**src/hdl/rtdc_pkg.sv**
```systemverilog
package rtdc_pkg;

   localparam int FRACTION_BITS = 8;

   localparam int CODE_W  = 15;
   localparam int RES_W   = 21;
   localparam int OFF_W   = 16;
   localparam int TEMP_W  = 19;
   localparam int PROD_W  = CODE_W + RES_W;       // code * rref
   localparam int NUM_W   = PROD_W + 15;          // scaled by 2^15
   localparam int QUOT_W  = 34;                   // quotient bits kept
   localparam int DIV_W   = RES_W + QUOT_W + 1;   // trial divisor width
   localparam int XQ_W    = 34;                   // ratio, Q30, up to 8.0
   localparam int RAD_W   = 56;
   localparam int ROOT_W  = 28;
   localparam int U_W     = 30;
   localparam int H_W     = 36;
   localparam int XS_W    = 30;                   // ratio below 1.0
   localparam int POLY_N  = 5;
   localparam int RW      = 72;                   // rounding helper width

   localparam logic [XQ_W-1:0] X_ONE = XQ_W'(64'd1 << 30);
   localparam logic [XQ_W-1:0] X_MAX = XQ_W'(64'd8 << 30);

   localparam logic signed [63:0] CVD_P  = 64'sd221761341;
   localparam logic signed [63:0] CVD_C  = 64'sd6926407;
   localparam logic signed [63:0] CVD_P2 = CVD_P * CVD_P;

   localparam logic signed [H_W-1:0] POLY_C5 = H_W'(64'sd25573510);

   localparam logic signed [TEMP_W-1:0] TEMP_MAX = {1'b0, {(TEMP_W-1){1'b1}}};
   localparam logic signed [TEMP_W-1:0] TEMP_MIN = {1'b1, {(TEMP_W-1){1'b0}}};

   typedef struct packed {
      logic [15:0] raw_code;
      logic [7:0]  fault_status;
   } req_payload_type;

   typedef struct packed {
      logic signed [TEMP_W-1:0] temperature;
      logic                     fault_flag;
      logic [7:0]               fault_code;
   } rsp_payload_type;

   typedef struct packed {
      logic       fault_flag;
      logic [7:0] fault_code;
   } tag_type;

   typedef struct packed {
      logic            valid;
      tag_type         tag;
      logic [XQ_W-1:0] xq;
   } x_stage_type;

   typedef struct packed {
      logic                  valid;
      tag_type               tag;
      logic [XQ_W-1:0]       xq;
      logic signed [U_W-1:0] u;
   } u_stage_type;

   typedef struct packed {
      logic                  valid;
      tag_type               tag;
      logic signed [U_W-1:0] u;
      logic signed [H_W-1:0] h;
   } h_stage_type;

   // Horner coefficients, Q24, applied after each multiply (c4 first)
   function automatic logic signed [H_W-1:0] poly_coef(input int j);
      logic signed [63:0] c;
      case (j)
         0:       c = -64'sd47283228;
         1:       c = -64'sd80966844;
         2:       c = 64'sd433842029;
         3:       c = 64'sd3729239572;
         default: c = -64'sd4060421816;
      endcase
      return H_W'(c);
   endfunction

   // shift right, round to nearest, halves away from zero
   function automatic logic signed [RW-1:0] round_shr(input logic signed [RW-1:0] v,
                                                       input int n);
      logic [RW-1:0] half;
      logic [RW-1:0] mag;
      half = (n == 0) ? '0 : (RW'(1) << (n - 1));
      if (v >= 0) begin
         mag = (RW'(v) + half) >> n;
         return $signed(mag);
      end
      mag = (RW'(0) - RW'(v) + half) >> n;
      return $signed(RW'(0) - mag);
   endfunction

endpackage

```
**src/hdl/rtdc_cvd_sqrt.sv**
```systemverilog
module rtdc_cvd_sqrt (
   input  logic                  clock,
   input  logic                  reset,
   input  rtdc_pkg::x_stage_type x_in,
   output rtdc_pkg::u_stage_type u_out
);
   import rtdc_pkg::*;

   x_stage_type        p_ff;
   logic signed [59:0] p_prod_ff;
   x_stage_type        r_ff;
   logic [RAD_W-1:0]   r_rad_ff;
   logic signed [61:0] rad_s;
   // one root bit per stage
   x_stage_type        s_ff      [ROOT_W+1];
   logic [RAD_W-1:0]   s_rem_ff  [ROOT_W+1];
   logic [ROOT_W-1:0]  s_root_ff [ROOT_W+1];
   logic [RAD_W-1:0]   s_rem_in  [ROOT_W];
   logic [ROOT_W-1:0]  s_root_in [ROOT_W];
   u_stage_type        u_ff;

   assign rad_s = $signed(62'(CVD_P2)) - 62'(p_prod_ff);

   always_comb begin
      for (int s = 0; s < ROOT_W; s++) begin
         logic [RAD_W:0] trial;
         trial = ((RAD_W+1)'(s_root_ff[s]) << (ROOT_W - s))
               + ((RAD_W+1)'(1) << (2 * (ROOT_W - 1 - s)));
         if ((RAD_W+1)'(s_rem_ff[s]) >= trial) begin
            s_rem_in[s]  = RAD_W'((RAD_W+1)'(s_rem_ff[s]) - trial);
            s_root_in[s] = s_root_ff[s] | (ROOT_W'(1) << (ROOT_W - 1 - s));
         end else begin
            s_rem_in[s]  = s_rem_ff[s];
            s_root_in[s] = s_root_ff[s];
         end
      end
   end

   always_ff @(posedge clock) begin
      p_ff      <= x_in;
      p_prod_ff <= 60'(CVD_C) * 60'($signed({2'b00, x_in.xq}) - $signed({2'b00, X_ONE}));

      r_ff     <= p_ff;
      r_rad_ff <= rad_s[61] ? '0 : RAD_W'(rad_s);

      s_ff[0]      <= r_ff;
      s_rem_ff[0]  <= r_rad_ff;
      s_root_ff[0] <= '0;
      for (int s = 0; s < ROOT_W; s++) begin
         s_ff[s+1]      <= s_ff[s];
         s_rem_ff[s+1]  <= s_rem_in[s];
         s_root_ff[s+1] <= s_root_in[s];
      end

      u_ff.valid <= s_ff[ROOT_W].valid;
      u_ff.tag   <= s_ff[ROOT_W].tag;
      u_ff.xq    <= s_ff[ROOT_W].xq;
      u_ff.u     <= U_W'(CVD_P) - $signed(U_W'(s_root_ff[ROOT_W]));

      if (reset) begin
         p_ff.valid <= 1'b0;
         r_ff.valid <= 1'b0;
         for (int s = 0; s <= ROOT_W; s++) begin
            s_ff[s].valid <= 1'b0;
         end
         u_ff.valid <= 1'b0;
      end
   end

   assign u_out = u_ff;

endmodule

```
**config.mk**
```make
export PLATFORM = sky130hd
export DESIGN_NAME = rtdc_cvd_sqrt
export DESIGN_NICKNAME = d
export VERILOG_FILES = /design/src/hdl/rtdc_pkg.sv /design/src/hdl/rtdc_cvd_sqrt.sv
export SDC_FILE = /design/constraint.sdc
export NUM_CORES = 2
export LEC_CHECK = 0
export BUFFER_PORTS_ARGS = -buffer_cell sky130_fd_sc_hd__buf_2
export CORE_MARGIN = 8
export CORE_UTILIZATION = 40
export CTS_CLUSTER_DIAMETER = 200
export DETAILED_ROUTE_END_ITERATION = 8
export GPL_TIMING_DRIVEN = 0
export PLACE_DENSITY = 0.54
export SLEW_MARGIN = 25
export SYNTH_ARGS = -nofsm -noshare
export SYNTH_HDL_FRONTEND = slang
export SYNTH_SLANG_ARGS = --single-unit
```
**constraint.sdc**
```tcl
create_clock -name clock -period 9.7 [get_ports clock]
set_input_delay 0.485 -clock clock [delete_from_list [all_inputs] [get_ports clock]]
set_output_delay 0.485 -clock clock [all_outputs]
set_load 0.05 [all_outputs]
```
After elaboration in Yosys (flattened, before gate mapping)
Memories as Yosys holds them, arrays and structs flattened.
Index checks and enable logic that the tools add are counted.
Word-level totals
  memories: 3
  logic and storage cells: 222
  memory bits (writable): 3712
  register bits after elaboration: 277
Memory list
  s_rem_ff: depth 29, width 56, read ports 28, clocked after memory_dff 0, wr ports 29, line rtdc_cvd_sqrt.sv:16  | logic [RAD_W-1:0] s_rem_ff [ROOT_W+1];
  s_ff: depth 29, width 44, read ports 29, clocked after memory_dff 0, wr ports 29, line rtdc_cvd_sqrt.sv:15  | x_stage_type s_ff [ROOT_W+1];
  s_root_ff: depth 29, width 28, read ports 29, clocked after memory_dff 0, wr ports 29, line rtdc_cvd_sqrt.sv:17  | logic [ROOT_W-1:0] s_root_ff [ROOT_W+1];
Cells by class
  bitwise operators: 29
  order comparisons: 28
  $mul: 1
  mux-type cells: 87
  add/subtract/negate cells: 59
Operators with widths (number)
  $mux 56: 28
  $sub 56x56->56: 2
  $sub 57x59->60 const A: 1
  $mul 24x35->59 const A: 1
  $add 56x55->57 const B: 1
  $ge 56x57->1: 1
  $add 55x53->56 const B: 1
  $ge 56x30->1: 1
  $ge 56x31->1: 1
  $ge 56x32->1: 1
  $ge 56x33->1: 1
  $ge 56x34->1: 1
  $ge 56x35->1: 1
  $ge 56x36->1: 1
  $ge 56x37->1: 1
  $ge 56x38->1: 1
  $ge 56x39->1: 1
  $ge 56x40->1: 1
  $ge 56x41->1: 1
  $ge 56x42->1: 1
  $ge 56x43->1: 1
  $ge 56x44->1: 1
  $ge 56x45->1: 1
  $ge 56x46->1: 1
  other kinds (93): 152

Longest topological paths before layout
An unclocked memory read counts as a cell.
  depth in word-level cells: 4
  mapped depth: 29
  gate-level depth less buffers: 28

Worst setup path after synthesis
Ideal clock, no wire load.
  path kind: input-to-reg
  start: in x_in[30] in the netlist's numbering
  end: reg p_prod_ff[58] (netlist name)
  path slack: 1.745 ns
  library setup time: 0.121 ns
  cell stages on the path: 28
  arrival time: 7.835 ns
  buffers on the path: 1
  required time: 9.579 ns
  cells stage by stage: inv_1 ha_1 nand2_1 or2_2 clkinv_1 buf_1 ha_1 ha_1 inv_1 fa_1 inv_1 fa_1 inv_1 fa_1 inv_1 fa_1 inv_1 fa_1 inv_1 ha_1 a21o_1 a21o_1 a21oi_1 o21a_1 o21ai_1 a221oi_1 o21bai_1 xnor2_1
On the way
  word-level cells in the longest chain between the ends: 2
Ends and longest elaborated chain
  start, declared: line rtdc_cvd_sqrt.sv:4  | input rtdc_pkg::x_stage_type x_in,
  $sub 34x31->35: line rtdc_cvd_sqrt.sv:41  | p_prod_ff <= 60'(CVD_C) * 60'($signed({2'b00, x_in.xq}) - $signed({2'b00, X_ONE}));
  $mul 24x35->59: line rtdc_cvd_sqrt.sv:41
Every way passes these cells.
A chain may end at the register's enable or synchronous reset.

Final worst setup path
  start: in x_in[30] in the netlist's numbering
  end: reg p_prod_ff[55]
On the way
  word-level cells in the longest chain between the ends: 2
Ends and longest elaborated chain
  $sub 34x31->35: line rtdc_cvd_sqrt.sv:41
  $mul 24x35->59: line rtdc_cvd_sqrt.sv:41
  end signal, assigned: line rtdc_cvd_sqrt.sv:41
  end, declared: line rtdc_cvd_sqrt.sv:10  | logic signed [59:0] p_prod_ff;
Every way passes these cells.

==> flow_metrics.tcl <==
set metrics [dict create \
    outcome "finished clean" \
    largest_net_degree_at_the_start_of_global_routing 32 \
    timing.max_cap.violations 0 \
    finish.cell_count_without_fillers 15364 \
    timing.fmax_ghz 0.1186 \
    clk_pin_slew_worst_paths_ns 0.06 \
    die-height_um 563.7 \
    final_cycle_utilization_of_the_critical_path_pct 86.92 \
    type_of_origin_of_the_critical_path "input port" \
    area_share_of_and_or_nand_nor_cells_after_synthesis_pct 10.03 \
    hold_viol_final 0 \
    post-place-cells 14676 \
    crit_arrival_ns 9.22 \
    floorplan.initialDensity_pct 40.10 \
    avgSynthCellArea_um2 11.33 \
    grt_pass1_vias 75410 \
    route.detailed.vias_per_inst 4.723 \
    mappedNetlistArea_um2 120000 \
    die_w_um 563.7 \
    clock_skew_ns 0.04084 \
    synth_top_area_share_pct 58.81 \
    port_buffers 119 \
    min-delay-path-class "input port to register" \
    synth_compound_area_share_pct 8.272 \
    drive_above_1_share_pct 7.778 \
    wl_per_cell_um 16.93 \
    library_cell_with_the_largest_summed_area_after_synthesis "sky130_fd_sc_hd__dfxtp_1" \
    timing.critical_path.to_type "register" \
    count_of_flip_flops_with_a_built_in_enable_after_synthesis 0 \
    register_area_um2 70570 \
    detailedRoute.firstPassIterationCount 5 \
    clock_network_latency_to_the_later_pin_of_the_worst_skew_pair_ns 0.92 \
    yosys.area_share.xor_xnor_pct 5.934 \
    filler_cell_count 27355 \
    timing_max_transition_violations_final 0 \
    detailroute.via_count 72561 \
    synth.distinct_cells 95 \
    drtAntennaViolNets 0 \
    overall_fraction_of_global_route_tracks_in_use_pct 15.99 \
    synth_most_common_cell "sky130_fd_sc_hd__dfxtp_1" \
    unrepaired_setup_endpoints_after_global_routing "false" \
    antenna_found_initial 6 \
    post_cts.repair.setup_buffers 0 \
    drt_first_iter_violations 3373 \
    synthAdderAreaFrac_pct 12.16 \
    synthToLayoutAreaGrowth_pct 15.04 \
    yosys-top-cells-count "sky130_fd_sc_hd__dfxtp_1, sky130_fd_sc_hd__inv_1, sky130_fd_sc_hd__ha_1" \
    ys.warnings.count 0 \
    nNetsFinal 12153 \
    die_area_um2 317800 \
    leakagePower_nw 62.32 \
    syn_inst_count 10596 \
    power.total_mw 55.09 \
    cp_data_required_time_ns 10.49 \
    timing.final.crit_period_ns 8.431 \
    ctsLongestPathBuffers 4 \
    synth.top_cells.by_area "sky130_fd_sc_hd__dfxtp_1, sky130_fd_sc_hd__ha_1, sky130_fd_sc_hd__fa_1" \
    post-dp-hpwl_mm 205.4 \
    vdd_ir_drop_max_mv 0.3244 \
    cts_num_sinks 3525 \
    cts.repair.resized 0 \
    setup_total_negative_slack_ns 0 \
    globalplace.congestion 0.8937 \
    htree_depth 5 \
    synth_mux_area_share_pct 0.8372 \
    slew-limit-headroom_pct 26.64 \
    post_dp_cell_area_um2 125600 \
    post-route-util_pct 46.13 \
    clock_tree.root_cell "sky130_fd_sc_hd__clkbuf_16" \
    floorplan.io_pins 120 \
    synth_flop_cell "sky130_fd_sc_hd__dfxtp_1" \
    cts_tree "yes" \
    grt_overflow 0 \
    grt_pass1_wl_mm 410.1 \
    cts_bufs_inserted 351 \
    synth_top_family_by_area "adder cells" \
    floorplan.core_area_um2 299300 \
    post-route-cell-area_um2 138100 \
    finalSetupViolCount 0 \
    detail_route.drc_violations 0 \
    drt_wl_total_mm 260.2 \
    yosys_register_bits 3525 \
    worst_pin_slew_ns 1.100 \
    cp_max_fo 31 \
    setup.worst_path.class "input port to register" \
    multi_input_gate_area_um2 44720 \
    mappedNetlistNets 11633 \
    ys_async_sr_fraction_pct 0 \
    floorplan.rows 201 \
    sequential_element_share_of_the_synthesized_area_pct 58.81 \
    power.density_nw_per_um2 399.0 \
]
worst paths after layout:
| kind | start | to | slack (ns) | cells past startpoint |
|---|---|---|---|---|
| max | x_in[30] | p_prod_ff[55]$_DFF_P_ | 1.27 | 27 |
| min | x_in[36] | p_ff[36]$_DFF_P_ | 0.23 | 2 |
| max reg2reg | s_root_ff[1][305]$_DFF_P_ | s_rem_ff[1][665]$_DFF_P_ | 5.06 | 13 |
| min reg2reg | s_ff[0][914]$_DFF_P_ | s_ff[0][958]$_DFF_P_ | 0.30 | 0 |
layout by cell type, fill, tap and decap left out, types with 102 or more instances in the layout:
master | synthesis | routed
sky130_fd_sc_hd__dfxtp_1 | 3525 | 3525
sky130_fd_sc_hd__inv_1 | 1104 | 1104
sky130_fd_sc_hd__ha_1 | 699 | 699
sky130_fd_sc_hd__nor2_1 | 565 | 565
sky130_fd_sc_hd__nand2_1 | 475 | 475
sky130_fd_sc_hd__xnor2_1 | 473 | 473
sky130_fd_sc_hd__a21oi_1 | 472 | 472
sky130_fd_sc_hd__o21ai_0 | 370 | 370
sky130_fd_sc_hd__clkbuf_16 | 0 | 355
sky130_fd_sc_hd__xor2_1 | 340 | 340
sky130_fd_sc_hd__fa_1 | 292 | 292
sky130_fd_sc_hd__nor4_1 | 250 | 245
sky130_fd_sc_hd__a21o_1 | 220 | 220
sky130_fd_sc_hd__nor3_1 | 214 | 214
sky130_fd_sc_hd__clkbuf_1 | 115 | 187
sky130_fd_sc_hd__buf_2 | 19 | 141
sky130_fd_sc_hd__nand3_1 | 135 | 135
sky130_fd_sc_hd__nand4_1 | 119 | 119
sky130_fd_sc_hd__o21a_1 | 111 | 111
sky130_fd_sc_hd__nand2b_1 | 102 | 102
metal layers:
layer / track usage [%] / up-vias / wire (µm)
met3: 2.278 / 497 / 9014
met4: 5.557 / 0 / 8784
met5: 0 / - / 0
met1: 18.43 / 34232 / 108800
met2: 30.10 / 1282 / 133600
li1: - / 36550 / -
area by class of cell:
type                       instances  share of cell area [%]
antenna                            2                0.003625
buffer                           149                  0.4369
clock buffer                     509                   7.448
clock inverter                   132                   1.227
inverter                        1105                   3.004
multi-input combinational       5817                   32.40
sequential                      3525                   51.12
tap                             3958                   3.587
timing repair buffer             167                  0.7794
state kept, by name, indices dropped and copies added (netlist names):
| name | cells |
|---|---|
| r_rad_ff | 56 |
| s_root_ff | 406 |
| p_prod_ff | 58 |
| u_out | 73 |
| p_ff | 44 |
| r_ff | 44 |
| s_rem_ff | 1568 |
| s_ff | 1276 |
stage by stage:
step | worst slack (ns) | hold WS [ns]
2_1_floorplan | 1.745 | 0.3096
3_3_place_gp | -0.4915 | 0.3095
3_5_place_dp | 0.9088 | 0.3121
4_1_cts | 1.328 | 0.1239
5_1_grt | 0.8524 | 0.1589
6_report | 1.269 | 0.2254
worst max-delay path, stage by stage:
cell and delay [ns]:
sky130_fd_sc_hd__dlygate4sd3_1 0.53, sky130_fd_sc_hd__buf_2 0.17, sky130_fd_sc_hd__inv_1 0.20, sky130_fd_sc_hd__ha_1 0.35
sky130_fd_sc_hd__nand2_1 0.18, sky130_fd_sc_hd__or2_2 0.35, sky130_fd_sc_hd__clkinv_1 0.19, sky130_fd_sc_hd__buf_2 0.39
sky130_fd_sc_hd__buf_12 0.25, sky130_fd_sc_hd__ha_1 0.31, sky130_fd_sc_hd__ha_1 0.43, sky130_fd_sc_hd__fa_1 0.59
sky130_fd_sc_hd__fa_1 0.44, sky130_fd_sc_hd__fa_1 0.54, sky130_fd_sc_hd__fa_1 0.55, sky130_fd_sc_hd__inv_1 0.05
sky130_fd_sc_hd__fa_1 0.53, sky130_fd_sc_hd__inv_1 0.04, sky130_fd_sc_hd__ha_1 0.36, sky130_fd_sc_hd__nand2_1 0.10
sky130_fd_sc_hd__nor3_1 0.43, sky130_fd_sc_hd__nand4_1 0.19, sky130_fd_sc_hd__o21ai_0 0.56, sky130_fd_sc_hd__nor3_1 0.15
sky130_fd_sc_hd__o41ai_1 0.47, sky130_fd_sc_hd__a21oi_1 0.14, sky130_fd_sc_hd__xnor2_1 0.22
power by group:
part	leakage (nW)	total, mW	internal (mW)	switching, mW
clock network	5.87	13.5	8.03	5.52
logic	26.9	20.1	8.59	11.5
registers	29.5	21.4	18.6	2.80
total	62.3	55.1	35.2	19.8
kinds of logic (layout without fill, tap and decap cells):
group                    Yosys count  after routing
AO/OA/AOI/OAI                   1579           1579
XOR/XNOR                         813            813
adder cells (fa/ha/maj)          991            991
buffers and inverters           1254           2062
flip-flops                      3525           3525
multiplexers                      90             90
other                              0              2
AND/OR/NAND/NOR                 2344           2344
what timing repair did:
action,4_1_cts,5_1_grt
hold endpoints to repair,46,0
setup endpoints to repair,0,0
hold buffers,45,0
No activity file was read; power rests on OpenSTA's default activity.
