**config.mk**
```make
export PLATFORM = sky130hd
export DESIGN_NAME = rtdc_ratio_div
export DESIGN_NICKNAME = d
export VERILOG_FILES = /design/src/hdl/rtdc_pkg.sv /design/src/hdl/rtdc_ratio_div.sv
export SDC_FILE = /design/constraint.sdc
export NUM_CORES = 2
export LEC_CHECK = 0
export BUFFER_PORTS_ARGS = -buffer_cell sky130_fd_sc_hd__clkbuf_2
export CAP_MARGIN = 20
export CELL_PAD_IN_SITES_DETAIL_PLACEMENT = 0
export CELL_PAD_IN_SITES_GLOBAL_PLACEMENT = 1
export CORE_AREA = 2 2 541 543
export DETAILED_ROUTE_END_ITERATION = 16
export DIE_AREA = 0 0 543 545
export GPL_ROUTABILITY_DRIVEN = 0
export GPL_TIMING_DRIVEN = 1
export PLACE_DENSITY = 0.71
export SLEW_MARGIN = 20
export SYNTH_ARGS = -nofsm -noshare
export SYNTH_HDL_FRONTEND = slang
export SYNTH_SLANG_ARGS = --single-unit
```
**constraint.sdc**
```tcl
create_clock -name clock -period 23.3 [get_ports clock]
set_input_delay 4.66 -clock clock [delete_from_list [all_inputs] [get_ports clock]]
set_output_delay 4.66 -clock clock [all_outputs]
set_load 0.03 [all_outputs]
```
**src/hdl/rtdc_pkg.sv**
```systemverilog
package rtdc_pkg;

   localparam int FRACTION_BITS = 8;

   localparam int CODE_W  = 15;
   localparam int RES_W   = 21;
   localparam int OFF_W   = 16;
   localparam int TEMP_W  = 19;
   localparam int PROD_W  = CODE_W + RES_W;       // code * rref
   localparam int NUM_W   = PROD_W + 15;          // scaled by 2^15
   localparam int QUOT_W  = 34;                   // quotient bits kept
   localparam int DIV_W   = RES_W + QUOT_W + 1;   // trial divisor width
   localparam int XQ_W    = 34;                   // ratio, Q30, up to 8.0
   localparam int RAD_W   = 56;
   localparam int ROOT_W  = 28;
   localparam int U_W     = 30;
   localparam int H_W     = 36;
   localparam int XS_W    = 30;                   // ratio below 1.0
   localparam int POLY_N  = 5;
   localparam int RW      = 72;                   // rounding helper width

   localparam logic [XQ_W-1:0] X_ONE = XQ_W'(64'd1 << 30);
   localparam logic [XQ_W-1:0] X_MAX = XQ_W'(64'd8 << 30);

   localparam logic signed [63:0] CVD_P  = 64'sd221761341;
   localparam logic signed [63:0] CVD_C  = 64'sd6926407;
   localparam logic signed [63:0] CVD_P2 = CVD_P * CVD_P;

   localparam logic signed [H_W-1:0] POLY_C5 = H_W'(64'sd25573510);

   localparam logic signed [TEMP_W-1:0] TEMP_MAX = {1'b0, {(TEMP_W-1){1'b1}}};
   localparam logic signed [TEMP_W-1:0] TEMP_MIN = {1'b1, {(TEMP_W-1){1'b0}}};

   typedef struct packed {
      logic [15:0] raw_code;
      logic [7:0]  fault_status;
   } req_payload_type;

   typedef struct packed {
      logic signed [TEMP_W-1:0] temperature;
      logic                     fault_flag;
      logic [7:0]               fault_code;
   } rsp_payload_type;

   typedef struct packed {
      logic       fault_flag;
      logic [7:0] fault_code;
   } tag_type;

   typedef struct packed {
      logic            valid;
      tag_type         tag;
      logic [XQ_W-1:0] xq;
   } x_stage_type;

   typedef struct packed {
      logic                  valid;
      tag_type               tag;
      logic [XQ_W-1:0]       xq;
      logic signed [U_W-1:0] u;
   } u_stage_type;

   typedef struct packed {
      logic                  valid;
      tag_type               tag;
      logic signed [U_W-1:0] u;
      logic signed [H_W-1:0] h;
   } h_stage_type;

   // Horner coefficients, Q24, applied after each multiply (c4 first)
   function automatic logic signed [H_W-1:0] poly_coef(input int j);
      logic signed [63:0] c;
      case (j)
         0:       c = -64'sd47283228;
         1:       c = -64'sd80966844;
         2:       c = 64'sd433842029;
         3:       c = 64'sd3729239572;
         default: c = -64'sd4060421816;
      endcase
      return H_W'(c);
   endfunction

   // shift right, round to nearest, halves away from zero
   function automatic logic signed [RW-1:0] round_shr(input logic signed [RW-1:0] v,
                                                       input int n);
      logic [RW-1:0] half;
      logic [RW-1:0] mag;
      half = (n == 0) ? '0 : (RW'(1) << (n - 1));
      if (v >= 0) begin
         mag = (RW'(v) + half) >> n;
         return $signed(mag);
      end
      mag = (RW'(0) - RW'(v) + half) >> n;
      return $signed(RW'(0) - mag);
   endfunction

endpackage

```
**src/hdl/rtdc_ratio_div.sv**
```systemverilog
module rtdc_ratio_div (
   input  logic                      clock,
   input  logic                      reset,
   input  logic                      in_valid,
   input  rtdc_pkg::req_payload_type in_payload,
   input  logic [20:0]               ref_res,
   input  logic [20:0]               nom_res,
   output rtdc_pkg::x_stage_type     x_out
);
   import rtdc_pkg::*;

   // multiply stage
   logic              m_valid_ff;
   tag_type           m_tag_ff;
   logic [PROD_W-1:0] m_prod_ff;
   // overflow check stage
   logic              o_valid_ff;
   tag_type           o_tag_ff;
   logic [NUM_W-1:0]  o_num_ff;
   logic              o_ovf_ff;
   // one quotient bit per stage
   logic              d_valid_ff [QUOT_W+1];
   tag_type           d_tag_ff   [QUOT_W+1];
   logic              d_ovf_ff   [QUOT_W+1];
   logic [NUM_W-1:0]  d_rem_ff   [QUOT_W+1];
   logic [QUOT_W-1:0] d_q_ff     [QUOT_W+1];
   logic [NUM_W-1:0]  d_rem_in   [QUOT_W];
   logic [QUOT_W-1:0] d_q_in     [QUOT_W];
   logic [XQ_W-1:0]   xq_in;
   x_stage_type       x_ff;

   always_comb begin
      for (int s = 0; s < QUOT_W; s++) begin
         logic [DIV_W-1:0] trial;
         logic [DIV_W-1:0] remx;
         trial = DIV_W'(nom_res) << (QUOT_W - 1 - s);
         remx  = DIV_W'(d_rem_ff[s]);
         if (remx >= trial) begin
            d_rem_in[s] = NUM_W'(remx - trial);
            d_q_in[s]   = d_q_ff[s] | (QUOT_W'(1) << (QUOT_W - 1 - s));
         end else begin
            d_rem_in[s] = d_rem_ff[s];
            d_q_in[s]   = d_q_ff[s];
         end
      end
   end

   always_comb begin
      if (d_ovf_ff[QUOT_W] || (d_q_ff[QUOT_W] > X_MAX)) begin
         xq_in = X_MAX;
      end else begin
         xq_in = d_q_ff[QUOT_W];
      end
   end

   always_ff @(posedge clock) begin
      m_valid_ff          <= in_valid;
      m_tag_ff.fault_flag <= in_payload.raw_code[0];
      m_tag_ff.fault_code <= in_payload.raw_code[0] ? in_payload.fault_status : 8'd0;
      m_prod_ff           <= PROD_W'(in_payload.raw_code[15:1]) * PROD_W'(ref_res);

      o_valid_ff <= m_valid_ff;
      o_tag_ff   <= m_tag_ff;
      o_num_ff   <= {m_prod_ff, 15'd0};
      o_ovf_ff   <= DIV_W'({m_prod_ff, 15'd0}) >= (DIV_W'(nom_res) << QUOT_W);

      d_valid_ff[0] <= o_valid_ff;
      d_tag_ff[0]   <= o_tag_ff;
      d_ovf_ff[0]   <= o_ovf_ff;
      d_rem_ff[0]   <= o_num_ff;
      d_q_ff[0]     <= '0;
      for (int s = 0; s < QUOT_W; s++) begin
         d_valid_ff[s+1] <= d_valid_ff[s];
         d_tag_ff[s+1]   <= d_tag_ff[s];
         d_ovf_ff[s+1]   <= d_ovf_ff[s];
         d_rem_ff[s+1]   <= d_rem_in[s];
         d_q_ff[s+1]     <= d_q_in[s];
      end

      x_ff.valid <= d_valid_ff[QUOT_W];
      x_ff.tag   <= d_tag_ff[QUOT_W];
      x_ff.xq    <= xq_in;

      if (reset) begin
         m_valid_ff <= 1'b0;
         o_valid_ff <= 1'b0;
         for (int s = 0; s <= QUOT_W; s++) begin
            d_valid_ff[s] <= 1'b0;
         end
         x_ff.valid <= 1'b0;
      end
   end

   assign x_out = x_ff;

endmodule

```
---- After elaboration in Yosys (flattened, before gate mapping) ----
Memories as Yosys holds them, arrays and structs flattened. A register that Yosys moved wholly into a read port is not among the register bits.
Cells that the tools add are included.
operators by class
  add/sub/neg operators ................... 34
  multipliers ............................. 1
  order comparisons ....................... 36
  mux-type cells .......................... 105
  bitwise logic cells ..................... 35
  reductions and logical operators ........ 1
operators by type and width
  operator                        number
  2-to-1 mux 51 bit               34
  subtractor 51 bit               4
  >= comparator 51 x 55 -> 1 bit  1
  >= comparator 51 x 54 -> 1 bit  1
  >= comparator 51 x 53 -> 1 bit  1
  >= comparator 51 x 52 -> 1 bit  1
  >= comparator 51 x 21 -> 1 bit  1
  >= comparator 51 x 22 -> 1 bit  1
  >= comparator 51 x 23 -> 1 bit  1
  >= comparator 51 x 24 -> 1 bit  1
  >= comparator 51 x 25 -> 1 bit  1
  >= comparator 51 x 26 -> 1 bit  1
  >= comparator 51 x 27 -> 1 bit  1
  >= comparator 51 x 28 -> 1 bit  1
  >= comparator 51 x 29 -> 1 bit  1
  >= comparator 51 x 30 -> 1 bit  1
  >= comparator 51 x 31 -> 1 bit  1
  >= comparator 51 x 32 -> 1 bit  1
  >= comparator 51 x 33 -> 1 bit  1
  >= comparator 51 x 34 -> 1 bit  1
  >= comparator 51 x 35 -> 1 bit  1
  >= comparator 51 x 36 -> 1 bit  1
  >= comparator 51 x 37 -> 1 bit  1
  >= comparator 51 x 38 -> 1 bit  1
  81 further kinds                152
word-level totals
  bits in registers ....................... 127
  bits in writable memories ............... 3,360
  input port bits ......................... 69
  output and inout bits ................... 44
  logic and storage cells ................. 227
  memories ................................ 5
memories
  name        words  bits a word  read ports  clocked after Yosys merged registers in  wr ports  line                  text
  d_rem_ff    35     51           34          0                                        35        rtdc_ratio_div.sv:25  logic [NUM_W-1:0] d_rem_ff [QUOT_W+1];
  d_q_ff      35     34           35          0                                        35        rtdc_ratio_div.sv:26  logic [QUOT_W-1:0] d_q_ff [QUOT_W+1];
  d_tag_ff    35     9            35          1                                        35        rtdc_ratio_div.sv:23  tag_type d_tag_ff [QUOT_W+1];
  d_ovf_ff    35     1            35          0                                        35        rtdc_ratio_div.sv:24  logic d_ovf_ff [QUOT_W+1];
  d_valid_ff  35     1            35          1                                        35        rtdc_ratio_div.sv:22  logic d_valid_ff [QUOT_W+1];

---- Logic depth before layout (Yosys ltp) ----
  depth after elaboration ................. 3
  mapped depth ............................ 26
  depth with buffers taken out ............ 24

---- Worst setup path before layout ----
No wires, ideal clock.
  kind .................................... in2reg
  from .................................... input port in_payload[20] in the netlist's numbering
  to ...................................... register m_prod_ff[28]
  setup time .............................. 0.072 ns
  data arrival time ....................... 10.564 ns
  required time ........................... 23.228 ns
  setup slack ............................. 12.664 ns
  cell stages on the path ................. 21
  buffers on the path ..................... 1
  cells stage by stage .................... clkbuf_1 > nand2_1 > fa_1 > inv_1 > fa_1 > fa_1 > fa_1 > fa_1 > inv_1 > fa_1 > inv_1 > ha_1 > a21o_1 > a211oi_1 > o211ai_1 > or3_1 > a2111oi_0 > nor2_1 > and3_1 > o41ai_1 > xnor2_1
on the way
  cells in the longest elaborated chain, start to end .. 1
ends and longest elaborated chain
  item                          line                  text
  start, declared               rtdc_ratio_div.sv:5   input rtdc_pkg::req_payload_type in_payload,
  multiplier 15 x 21 -> 36 bit  rtdc_ratio_div.sv:60  m_prod_ff <= PROD_W'(in_payload.raw_code[15:1]) * PROD_W'(ref_res);
  end signal, assigned          rtdc_ratio_div.sv:60
  end, declared                 rtdc_ratio_div.sv:15  logic [PROD_W-1:0] m_prod_ff;
Every way passes these cells.
A chain may end at the register's enable or synchronous reset.

---- Worst setup path in the final report ----
  from .................................... input port in_payload[17] in the netlist's numbering
  to ...................................... register m_prod_ff[28]
Same word-level chain as after synthesis.

==> results list <==
- The run finished with clean final reports.
* Fraction of final layout cells sized beyond drive strength 1: under 10%
- Clock tree synthesis inserted a total of 270 buffers.
- In this run the clock root is driven by a clkbuf_16.
- For the worst setup path, the data required time is ~24 ns.
- Top cell type's share of synthesized area: approximately 45%
- Total wirelength of the detailed-routed design: 272,500 µm
* DIE WIDTH: approximately 540 µm
* Fin. Hold Viols: 0
* Fill cell instance count of the final layout: ~28,000
* Number of flops mapped to enable cells by yosys: 0
* Shortest clock period the worst path allows after layout: between 10 and 15 ns
- Synthesis instantiated roughly 90 different standard cells from the library.
- Core area: 290,100 µm²
- Vias per std cell: 5.080
- The clock arrives with around 0.074 ns of skew.
- Buffers added to address setup during post-CTS repair amount to 0.
* Worst setup EP type: register
- Arr. time, crit path: approximately 11 ns
* H-Tree Level Count: 5
- Clock-pin slew was measured on the worst setup and hold paths at roughly 0.06 ns.
- The number of antenna violations at the first check in global routing is 7.
- In this run the count of I/O pins placed on the die edge is 113.
- Final #Nets: approximately 13,000
- Critical path, cell by cell: clkbuf_2 > nand2_1 > fa_1 > fa_1 > inv_1 > fa_1 > fa_1 > fa_1 > inv_1 > fa_1 > inv_1 > ha_1 > a21o_1 > a211oi_1 > o211ai_1 > or3_1 > a2111oi_0 > buf_4 > nor2_1 > and3_1 > o41ai_1 > xnor2_1
- Setup-failing EPs final: 0
* Power per cell area: about 160 nW/µm²
- Slew Limit Headroom: between 20% and 30%
* Largest net degree at the start of global routing: 46
* Critical-path cell with the highest stage delay: fa_1
- Number of remaining DRC errors: 0
* Number of DRC violations after detailed-routing iteration 0: 4,761
- Max-cap violations in this run came to 0.
- GRT Resource Usage Total: roughly 18%
* Minimum setup slack among reg-to-reg paths: between 15 and 20 ns
* Max FO, Critical Path: 21
- Number of port buffers: roughly 110
- A synthesized cell averages around 10 µm².
- Total Power Consumption: 19.93 mW
* Number of gates given a new drive strength after cts: 0
- Average wire length per cell after detail routing: 17.63 µm
- Final number of max-transition violations: 0
- The count of nets left with antenna violations once routing finished came out at 0.
- Num rows: 198
- Max Clk Rate: around 0.095 GHz
- By area the synthesized netlist is led by dfxtp_1, ha_1, fa_1.
* Max incr delay on CP: ~0.54 ns
- Die footprint: a little under 300,000 µm²
- The HPWL after detailed placement is around 200,000 µm.
- During synthesis, Yosys emitted a total of 0 warnings.
- Area Growth Syn to Fin: 13.15%
* Most frequent cell on the critical path: fa_1
- Setup repair after global routing left no endpoint under its margin.
- Clock latency of the later-clocked register in the worst-skew pair: around 0.9 ns
- Multi-input gate area: 57,850 µm²
* Timing startpoint of the critical path: in_payload[17]
- Sequential cells were found to cover between 40% and 50% of the synthesized design area.
* Async set-reset flop share out of synthesis: 0%
- Net Count, Synth: roughly 12,000
- The clock net in this run drives a total of ~2,400 sinks.
- TritonCTS built the clock tree.
- CTS Hold Bufs: 0
- Kind of critical path: primary input to register
- Leakage: between 50 and 60 nW
- Summing every instance area after synthesis gives ~110,000 µm².
- Across the whole layout, storage elements account for slightly below 50,000 µm².
- In this run the vertical extent of the chip is approximately 550 µm.
- Setup total negative slack on the finished layout was measured at 0 ns.
- Worst slew pin tran: approximately 1.0 ns
- The longest clock path from root to sink contains 4 buffers.
* Number of vias after detailed routing: 78,500
- After global routing the overflow that remains totals 0.
* Number of global-route vias before repair: between 70,000 and 80,000
* Fraction of the cycle the final worst path needs: roughly 45%
- Startpoint of the tightest hold check path: d_q_ff[18][19]
* Wire length of the first global-routing pass: 429,900 µm
* Leading area contributor after synthesis: dfxtp_1
- Most frequently used flop master after synthesis: dfxtp_1
- Startpoint of the most critical register-to-register path: d_rem_ff[31][24]
- The initial utilization of the core area, before any placement, comes to ~38%.
- The path class of the tightest hold or removal check is register to register.
- STA classifies the critical path startpoint as a primary input.
* Flip-flop and latch count after synthesis: between 2,000 and 2,500
* Count of mapped cells out of synthesis: between 10,000 and 15,000
- Max VDD drop: 108.5 µV
- Before antenna repair, the detailed router went through 6 iterations.
synthesized netlist by cell type, drive strengths merged, types with 58 or more instances:
cell type  count
a211oi        60
a21o         319
a21oi        678
a31oi         63
and2         245
clkbuf       212
dfxtp       2446
fa           278
ha           824
inv          542
mux2         169
nand2        948
nand2b       155
nand3        171
nand4        106
nor2         679
nor2b        156
nor3         235
nor4         151
o21a         107
o21ai        654
o21bai        85
o31ai         71
or3          110
or4           58
xnor2        532
xor2         453
final cells by class:
type | instances | area share [%]
antenna | 2 | 0.004036
clock buffer | 349 | 6.086
clock inverter | 120 | 1.331
inverter | 543 | 1.643
multi-input combinational | 7912 | 46.65
sequential | 2446 | 39.48
tap | 3900 | 3.935
timing repair buffer | 180 | 0.8677
cell families after synthesis:
group           after synthesis  share of synthesized area (%)
simple gates               3249                          14.74
flops                      2446                          44.68
compound gates             2373                          13.48
fa+ha+maj                  1102                          14.48
xor+xnor                    985                          7.871
buf+inv                     778                          2.701
mux                         203                          2.047
state kept, by name, indices dropped and copies added (netlist names):
register and cells:
o_valid_ff 1, o_tag_ff 9, d_valid_ff 35, o_ovf_ff 1, d_tag_ff 315, m_prod_ff 36
m_valid_ff 1, d_ovf_ff 35, d_q_ff 595, d_rem_ff 1329, o_num_ff 36, x_out 44
m_tag_ff 9
worst max-delay path, delay by kind of cell:
family | cells | cell delay, ns
xor+xnor | 1 | 0.17
simple gates | 4 | 0.80
buf+inv | 5 | 0.76
fa+ha+maj | 7 | 3.47
compound gates | 5 | 1.45
report_power, final:
| part | leakage [nW] | switching [mW] | total (mW) | internal, mW |
|---|---|---|---|---|
| Sequential | 20.4 | 1.05 | 6.78 | 5.73 |
| Clock | 4.48 | 1.72 | 4.34 | 2.62 |
| Combinational | 27.6 | 4.90 | 8.81 | 3.91 |
| Total | 52.4 | 7.67 | 19.9 | 12.3 |
final timing paths:
path | end | cells after the start
max reg2reg | d_rem_ff[32][38] | 9
min | d_q_ff[19][19] | 0
max | m_prod_ff[28] | 22
min reg2reg | d_q_ff[19][19] | 0
layer usage:
metal	GRT usage, %	part of all wire [%]
met5	0	0
met3	2.580	4.4
met1	22.64	44
met2	31.27	48
met4	6.790	3.7
layout by cell type, fill, tap and decap left out, types with 61 or more instances in the layout:
cell and count:
a31oi_1 61, clkbuf_2 110, clkbuf_16 273, o21ai_0 652, or3_1 107, o31ai_1 70, nor2b_1 155, mux2_2 168
fa_1 278, o21a_1 107, nand2_1 947, nand4_1 106, xnor2_1 532, nand2b_1 155, buf_4 70, inv_1 521
nor3_1 232, ha_1 824, nor4_1 149, and2_1 244, a21oi_1 672, dfxtp_1 2446, xor2_1 453, nor2_1 677
a21o_1 319, o21bai_1 85, nand3_1 171
stage by stage:
| stage | instance area, µm² | cells | setup slack [ns] | hold slack, ns | utilization, % |
|---|---|---|---|---|---|
| after floorplan | 109600 | 11140 | 12.66 | 0.3096 | - |
| after global placement | 114800 | 14980 | 12.02 | 0.3095 | 39.57 |
| after detailed placement | 114800 | 14980 | 11.92 | 0.3121 | 39.57 |
| after CTS | 124000 | 15450 | 12.84 | 0.2845 | 42.74 |
| after global routing | 124000 | 15450 | 12.53 | 0.2730 | 42.75 |
| final | 124000 | 15450 | 12.76 | 0.2883 | 42.75 |
No activity file was read; power rests on OpenSTA's default activity.
